<file path="config.mk">
export PLATFORM = sky130hd
export DESIGN_NAME = mma_mac
export DESIGN_NICKNAME = d
export VERILOG_FILES = /design/src/hw/rtl/mma_pkg.sv /design/src/hw/rtl/mma_mac.sv
export SDC_FILE = /design/constraint.sdc
export NUM_CORES = 1
export LEC_CHECK = 0
export BUFFER_PORTS_ARGS = -buffer_cell sky130_fd_sc_hd__buf_2
export CORE_MARGIN = 2
export CORE_UTILIZATION = 60
export CTS_BUF_LIST = sky130_fd_sc_hd__clkbuf_16
export DETAILED_ROUTE_END_ITERATION = 8
export PLACE_DENSITY = 0.79
export SLEW_MARGIN = 20
export SYNTH_ARGS = -nofsm -noshare
export SYNTH_HDL_FRONTEND = slang
export SYNTH_SLANG_ARGS = --single-unit
</file>
<file path="constraint.sdc">
create_clock -name clk -period 9.5 [get_ports clk]
set_input_delay 0 -clock clk [delete_from_list [all_inputs] [get_ports clk]]
set_output_delay 0 -clock clk [all_outputs]
set_load 0.01 [all_outputs]
</file>
<file path="src/hw/rtl/mma_pkg.sv">
// ----------------------------------------------------------------------------
// mma_pkg
// shared types and constants for the matrix multiply-accumulate engine
// ----------------------------------------------------------------------------
package mma_pkg;

  localparam int WORD_W = 32;
  localparam int IDX_W  = 4;
  localparam int OP_W   = 3;
  localparam int SIZE_W = 5;
  localparam int CFG_IDX_W = 1;
  localparam int CFG_DATA_W = SIZE_W;

  localparam logic [OP_W-1:0] OP_WRITE_A = 3'd0;
  localparam logic [OP_W-1:0] OP_WRITE_B = 3'd1;
  localparam logic [OP_W-1:0] OP_WRITE_C = 3'd2;
  localparam logic [OP_W-1:0] OP_COMPUTE = 3'd3;
  localparam logic [OP_W-1:0] OP_READ_C  = 3'd4;

  localparam logic [CFG_IDX_W-1:0] REG_MATRIX_SIZE = 1'b0;
  localparam logic [CFG_IDX_W-1:0] REG_ACCUMULATE  = 1'b1;

  typedef enum logic [4:0] {
    S_IDLE  = 5'b00001,
    S_CLEAR = 5'b00010,
    S_INIT  = 5'b00100,
    S_MAC   = 5'b01000,
    S_DRAIN = 5'b10000
  } state_t;

  typedef struct packed {
    logic load;
    logic step;
  } mac_ctrl_t;

endpackage

</file>
<file path="src/hw/rtl/mma_mac.sv">
// ----------------------------------------------------------------------------
// mma_mac
// registered multiply followed by a wrapping 32-bit accumulator
// ----------------------------------------------------------------------------
module mma_mac (
  input  logic                      clk,
  input  logic                      rst,
  input  mma_pkg::mac_ctrl_t        ctrl,
  input  logic [mma_pkg::WORD_W-1:0] init_value,
  input  logic [mma_pkg::WORD_W-1:0] a,
  input  logic [mma_pkg::WORD_W-1:0] b,
  output logic [mma_pkg::WORD_W-1:0] acc,
  output logic                      pending
);
  import mma_pkg::*;

  logic [WORD_W-1:0] prod;
  logic              step_q;

  always_ff @(posedge clk) begin
    if (rst) begin
      step_q <= 1'b0;
    end else begin
      step_q <= ctrl.step;
    end
  end

  // low half of the product only, wraps like the accumulator
  always_ff @(posedge clk) begin
    if (ctrl.step) begin
      prod <= a * b;
    end
  end

  always_ff @(posedge clk) begin
    if (ctrl.load) begin
      acc <= init_value;
    end else if (step_q) begin
      acc <= acc + prod;
    end
  end

  assign pending = step_q;

endmodule

</file>
==> results of run 1 <==
## cells by family (layout without fill, tap and decap cells)
kind of cell | Yosys count | after routing
XOR/XNOR | 103 | 103
flip-flops | 65 | 65
buffers and inverters | 510 | 590
adder cells (fa/ha/maj) | 563 | 563
multiplexers | 6 | 6
AO/OA/AOI/OAI | 186 | 186
AND/OR/NAND/NOR | 675 | 675
## worst register-to-register path, delay by kind of cell (launching register included)
kind	cells	cell delay [ns]
adders and majority gates	2	0.63
DFF	1	0.39
AOI/OAI and AO/OA	7	1.98
and+or+nand+nor	1	0.18
buffers and inverters	1	0.09
## state kept, by name (all words and copies together) (netlist names)
signal	count
pending	1
prod	32
acc	32
## worst min path at each step
| stage | startpoint | end | slack, ns | depth (start not counted) |
|---|---|---|---|---|
| final | init_value[28] | acc[28]$_DFFE_PP_ | 0.02 | 3 |
| after CTS | init_value[30] | acc[30]$_DFFE_PP_ | 0.02 | 3 |
| after global routing | init_value[30] | acc[30]$_DFFE_PP_ | 0.03 | 3 |
| after floorplan | rst | pending$_SDFF_PP0_ | 0.07 | 1 |
| after detailed placement | rst | pending$_SDFF_PP0_ | 0.17 | 2 |
| after global placement | rst | pending$_SDFF_PP0_ | 0.16 | 2 |
## cells in the final DEF (no fill, tap or decap), types with 8 or more instances in the layout
cell type,count
sky130_fd_sc_hd__and3_1,10
sky130_fd_sc_hd__nand2_1,317
sky130_fd_sc_hd__dlygate4sd3_1,28
sky130_fd_sc_hd__nor2_1,23
sky130_fd_sc_hd__a31oi_1,9
sky130_fd_sc_hd__nor3_1,14
sky130_fd_sc_hd__buf_2,132
sky130_fd_sc_hd__nand3_1,10
sky130_fd_sc_hd__a211oi_1,8
sky130_fd_sc_hd__o21a_1,8
sky130_fd_sc_hd__o21ai_0,35
sky130_fd_sc_hd__a21oi_1,49
sky130_fd_sc_hd__xor2_1,28
sky130_fd_sc_hd__and2_1,272
sky130_fd_sc_hd__xnor2_1,75
sky130_fd_sc_hd__inv_1,414
sky130_fd_sc_hd__a21o_1,27
sky130_fd_sc_hd__ha_1,154
sky130_fd_sc_hd__fa_1,409
sky130_fd_sc_hd__clkbuf_16,9
sky130_fd_sc_hd__edfxtp_1,64
## layout make-up
cell class                      instances  area (um^2)
Multi-Input combinational cell       1533        15700
Fill cell                            2589        11300
Sequential cell                        65         1940
Inverter                              414         1550
Timing Repair Buffer                  160          941
Tap cell                              442          553
Clock buffer                            9          225
Clock inverter                          7         61.3
## routing by layer
metal / global-route usage [%] / vias to the layer above / routed length (um)
li1: - / 6551 / -
met1: 37.8 / 7222 / 19100
met2: 51.4 / 597 / 23200
met3: 4.62 / 119 / 3570
met4: 12.0 / 0 / 1940
met5: 0 / - / 0
## stage by stage
stage | hold WS, ns | cells | area [um^2]
floorplan | 0.0716 | 2108 | 19600
finish | 0.0215 | 2630 | 21000
global route | 0.0251 | 2630 | 21000
CTS | 0.0185 | 2630 | 21000
global placement | 0.158 | 2586 | 20400
detailed placement | 0.167 | 2586 | 20400
==> run summary, run 1 <==
Among cell families on the critical path, the largest total delay comes from adder cells. The number of global-route vias before repair was 15800. Setup repair after global routing left no endpoint under its margin. Tracing the worst setup path back leads to its startpoint at b[5]. In this run the register-to-register setup slack is 5.97 ns.

In this run the vertical extent of the chip is 185 um. For this block, the initial DRC count from the detailed router was 886. The wire length per cell came out at 18.2 um. The detailed placement HPWL is 38600 um. 0 antenna diodes ended up in the layout. Across the run, the number of max-cap violations was 0. Along the worst path, the maximum fanout reaches 27. The number of remaining DRC errors is 0. The die covers 34100 um^2.

Buffers inserted to repair hold after CTS numbered 28. The share of synthesized area spent on multiplexers is 0.326%. The synthesized area per cell came out at 9.28 um^2. The Yosys step of the flow raised 0 warnings. The startpoint identified for the worst register-to-register timing path is acc[0]$_DFFE_PP_. The setup violation total in the final timing report came out at 0. The detailed-routing iteration count for the pre-antenna-repair pass is 5. The number of rows in the core area came out at 66. The synthesized area is 19600 um^2. The tree is rooted in a sky130_fd_sc_hd__clkbuf_16.

The worst hold path belongs to the class primary input to register. The utilization after layout is 64.9%. The clock buffer count from CTS came out at 9. The starting utilization of the core area came out at 60.6%. The clock transition at the registers of the reported paths came out at 0.06 ns.

The setup total negative slack came out at 0 ns. The number of setup buffers added after CTS came out at 0. STA classifies the critical path endpoint as a register. The global routing usage summed across all routing layers is 29.8%. The most frequent cell after synthesis is sky130_fd_sc_hd__inv_1. The clock latency on the worst-skew pair is 0.33 ns. The count of flip-flops with a built-in enable after synthesis came out at 64. The worst setup path is launched from a primary input. Ranked by instance count, the synthesized netlist is headed by sky130_fd_sc_hd__inv_1 (414), sky130_fd_sc_hd__fa_1 (409), sky130_fd_sc_hd__nand2_1 (317). The minimum clock period after layout came out at 6.75 ns. The area share of the largest cell type after synthesis is 41.9%. TritonCTS built the clock tree. The capturing point of the worst reg2reg path is acc[24]$_DFFE_PP_. In the post-synthesis netlist, the biggest area contributors are sky130_fd_sc_hd__fa_1 (42%), sky130_fd_sc_hd__ha_1 (9.9%), sky130_fd_sc_hd__edfxtp_1 (9.8%). The slowest library cell on the worst path is sky130_fd_sc_hd__a311oi_1. Following the worst setup path forward leads to its endpoint at prod[28]$_DFFE_PP_.

The first global-routing pass estimated 78900 um of wire. The sequential fraction of the synthesis area came out at 9.93%. The most numerous cell type found on the critical path is sky130_fd_sc_hd__fa_1. The adder and majority gate portion of the synthesized area is 51.7%. The flow ran to the end, and the final reports show no timing, DRC or antenna violations.

The count of nets left with antenna violations once routing finished came out at 0. The final setup skew came out at 0.00865 ns. Walking the worst path, the cells encountered are buf_2, and2_1, fa_1, fa_1, fa_1, inv_1, fa_1, inv_1, fa_1, inv_1, fa_1, inv_1, fa_1, fa_1, ha_1, and3_1, nand3_1, a311oi_1, o21a_1, nor4_1, a311oi_1. The synthesized design contains 65 register bits. The number of nets in the synthesized netlist came out at 2771. The dominant synthesized flop cell is sky130_fd_sc_hd__edfxtp_1. At the pin with the least slew margin, the transition time is 0.925 ns. The TritonCTS sink count came out at 65. The number of unique standard cell types used by synthesis is 61. The data required time of the worst path came out at 9.64 ns. The delay of the slowest critical-path stage came out at 0.57 ns. Measured against its own limit, the worst slew margin works out to 38.3%. The total via count after detailed routing came out at 14500.

The H-tree depth reported by CTS came out at 3. The xor/xnor share of the synthesized area is 4.61%. The async set-or-reset flop fraction in the synthesized netlist came out at 0%.

Summing the areas of all compound-gate instances in the mapped netlist gives 6.37% of the synthesized area. The number of buffers added on ports came out at 132. The count of mapped cells out of synthesis came out at 2108.

By startpoint and endpoint, the worst setup path is classified as primary input to register. The simple-gate share of the synthesized area came out at 17.2%. The final weighted congestion in routability-driven placement is 0.934. The number of endpoints with negative hold slack in the final report is 0. From synthesis to final layout, the design area changed by 7.22%.

After floorplanning, the core was sized to cover 32300 um^2. sky130_fd_sc_hd__fa_1 takes more of the synthesized area than any other cell. The total wire length came out at 47700 um. The final max-slew violation count came to 0. The net total in the final layout is 2846.

The number of antenna violations at the first check in global routing is 0. The number of buffer and inverter stages on the critical path is 5. Before CTS, the worst setup slack after placement is 2.43 ns.

The via-per-instance ratio is 5.51. The cell count along the critical path came out at 21. The number of top-level pins came out at 133. The maximum number of pins on one net before global-route repair is 59. By area, the combinational part of the netlist is dominated by adder cells. The die is 185 um wide. The count of cells resized by post-cts repair is 0. The worst setup margin is 2.75 ns. The worst reg2reg path depth is 11. The share of post-route cells with drive strength above 1 is 7.50%. The worst path arrival time came out at 6.89 ns.

The maximum achievable frequency came out at 0.148 GHz. For this run the aggregate overflow at the end of global routing stands at 0. The number of buffers on the longest clock path is 2. The share of the clock period used by the worst path after layout is 71.1%.
Power of run 1 is not shown: default switching activity piles up to over one toggle a cycle in this logic, so the estimate is an artifact.
==> inputs of run 2 (changes only) <==
- CORE_UTILIZATION: 60 -> 58
- PLACE_DENSITY: 0.79 -> 0.8
- clock period: 9.5 -> 5.61 ns (I/O delays scaled with it)
==> run 2 against run 1 <==
The run now ends with hold timing, setup timing left. Core utilization increased by 7.5 points. Count of clock-buffer cells in the layout did not move. First-iteration DRC count is 36% higher. Largest cell class unchanged. Highest routed layer unchanged.
==> run summary, run 2 (synthesis results as in run 1) <==
The flow ran to the end, but the final reports show violations. The checks that failed: hold timing, setup timing. The category of cells accounting for the largest share of critical-path delay is adder cells. The wire length per cell was 20.3 um (+12%). The area of the placeable core is 33400 um^2 (+3.3%).

The TritonCTS sink count was 65 (unchanged). The data required time of the worst path is 5.77 ns (-3.87 ns). The maximum fanout encountered on the critical timing path came out at 7 (-74%).

The routed metal-1 wirelength came out at 21300 um (+12%). The global-route wire length before repair came to 89800 um (+14%). The via-per-instance ratio is 5.66 (+2.7%). The cell count along the critical path came out at 25 (+19%). The number of top-level pins is 133 (unchanged). The endpoint identified for the worst register-to-register timing path is acc[28]$_DFFE_PP_. The starting utilization of the core area was 58.6% (-2.0 points).

The final weighted congestion in routability-driven placement came out at 0.918 (-1.7%). The detailed-routing iteration count for the pre-antenna-repair pass is 7 (+2). Clock tree synthesis selected as its root buffer the cell sky130_fd_sc_hd__clkbuf_16. The cell area after layout is 24200 um^2 (+15%).

The clock buffer count from CTS is 9 (unchanged). The remaining global-route overflow is 0 (unchanged). The detailed placement HPWL came to 43500 um (+13%).

The total wire length came to 58500 um (+22%). The headroom to the max-slew limit came to 39.0% (+0.69 points). The worst path arrival time is 6.30 ns (-0.59 ns). The setup slack at placement is -0.993 ns (-3.42 ns). The cell area after placement came out at 22200 um^2 (+9.0%). The starting DRC count in detailed routing is 1203 (+36%).

The transition time at the pin with the least slew margin came out at 0.915 ns (-0.0104 ns). The count of max-cap constraint violations came out at 0 (unchanged). The worst register-to-register path begins at acc[0]$_DFFE_PP_. The number of global-route vias before repair is 17800 (+13%). The number of buffers added on ports is 132 (unchanged).

The total met2 wirelength after detailed routing is 28600 um (+24%). The floorplan die area is 35200 um^2 (+3.4%). The clock latency on the worst-skew pair was 0.35 ns (+0.02 ns). The H-tree depth reported by CTS came to 3 (unchanged). The number of buffers on the longest clock path is 2 (unchanged).

Setup repair after global routing could not meet its margin everywhere. The antenna diode instance count was 0 (unchanged). The count of antenna-violating nets left after detailed routing is 0 (unchanged). The final setup skew was 0.0128 ns (+0.00419 ns). The number of antenna violations at the first check in global routing is 0 (unchanged). The delay of the slowest critical-path stage is 0.56 ns (about the same).

The net total in the final layout is 3094 (+8.7%). The worst hold path class is primary input to register. The maximum achievable frequency came out at 0.163 GHz. The worst reg2reg path depth is 11 (unchanged). Leaving out fill and tap cells, the most frequent cell in the layout is sky130_fd_sc_hd__inv_1.

The final-layout fill cell count is 2187 (-16%). STA classifies the critical path startpoint as a primary input. The share of post-route cells with drive strength above 1 is 22.9% (+15 points). The number of endpoints with negative hold slack in the final report came to 1 (+1). The total via count after detailed routing came out at 16300 (+13%). The minimum hold slack is -0.00467 ns (-0.0262 ns). The number of rows in the core area is 67 (+1.5%). The worst setup path is of the primary input to register kind. The clock transition at the registers of the reported paths is 0.06 ns (about the same). TritonCTS built the clock tree. The critical path starts at b[2]. The uppermost signal routing layer after detailed routing is met4. The largest individual stage delay along the critical path comes from the cell sky130_fd_sc_hd__fa_1. The worst setup slack for register-to-register paths came to 1.99 ns (-3.98 ns). The maximum number of pins on one net before global-route repair is 59 (unchanged). The worst setup margin came out at -0.526 ns (-3.27 ns). The setup violation total in the final timing report is 18 (+18). The share of the clock period used by the worst path after layout came out at 109%. The die outline height was 188 um (+1.7%). The met3 wire length came out at 5290 um (+48%). The final max-slew violation count came to 0 (unchanged). The most critical setup path has its endpoint at prod[26]$_DFFE_PP_. The global routing usage summed across all routing layers came out at 32.6% (+2.7 points). The critical path's most frequent cell is sky130_fd_sc_hd__fa_1. The worst setup path is captured at a register. The number of buffer and inverter stages on the critical path came out at 7 (+2). The area overhead of the layout relative to synthesis is 23.7%. The width of the chip is 188 um (+1.7%).

For the finished layout, the period the worst path requires is 6.14 ns. In the layout the commonest cells are sky130_fd_sc_hd__inv_1 (392), sky130_fd_sc_hd__fa_1 (378), sky130_fd_sc_hd__nand2_1 (309). The number of remaining DRC errors is 0 (unchanged).
run 2: worst min path at each step:
stage,slack (ns),depth (start not counted),endpoint,startpoint
2_1_floorplan,0.07,1,pending$_SDFF_PP0_,rst
3_3_place_gp,0.16,2,pending$_SDFF_PP0_,rst
3_5_place_dp,0.16,2,pending$_SDFF_PP0_,rst
4_1_cts,0.002,3,acc[16]$_DFFE_PP_,init_value[16]
5_1_grt,0.006,3,acc[16]$_DFFE_PP_,init_value[16]
6_report,-0.005,3,acc[16]$_DFFE_PP_,init_value[16]
run 2: layout make-up:
type                    instances  area [um^2]  area share, %
well taps                     448          561           2.32
clock inverters                 7         86.3          0.357
multi-input cells            1533        16400           68.0
flip-flops and latches         65         1940           8.03
repair buffers                408         3380           14.0
clock buffers                   9          225          0.931
inverters                     414         1550           6.43
run 2: what timing repair did:
| item | CTS | global route |
|---|---|---|
| gates resized for setup | 182 | 74 |
| gates cloned | 4 | 1 |
| hold buffers | 27 | 0 |
| buffers inserted | 21 | 15 |
| endpoints found under the setup margin | 17 | 18 |
| pin swaps | 106 | 56 |
| hold endpoints to repair | 27 | 0 |
run 2: routing by layer:
metal	vias up	GRT usage (%)
met3	244	5.99
met4	0	15.1
met5	-	0
met2	921	56.3
met1	8094	39.8
li1	7059	-
run 2: worst register-to-register path, delay by kind of cell, from the launching register on:
kind            cells  cell delay [ns]
flops               1             0.36
mux                 1             0.23
buf+inv             1             0.09
fa+ha+maj           2             0.63
simple gates        2             0.27
compound gates      5             1.79
run 2: through the flow:
stage | setup TNS (ns) | cells | hold slack (ns) | utilization, %
after CTS | -2.91 | 2869 | 0.00244 | 71.2
after global placement | -10.11 | 2802 | 0.159 | 66.7
after global routing | -9.12 | 2884 | 0.00606 | 72.5
after floorplan | -4.49 | 2108 | 0.0716 | -
final | -6.01 | 2884 | -0.00467 | 72.5
after detailed placement | -12.81 | 2802 | 0.161 | 66.7
Power of run 2 is left out for the same reason.
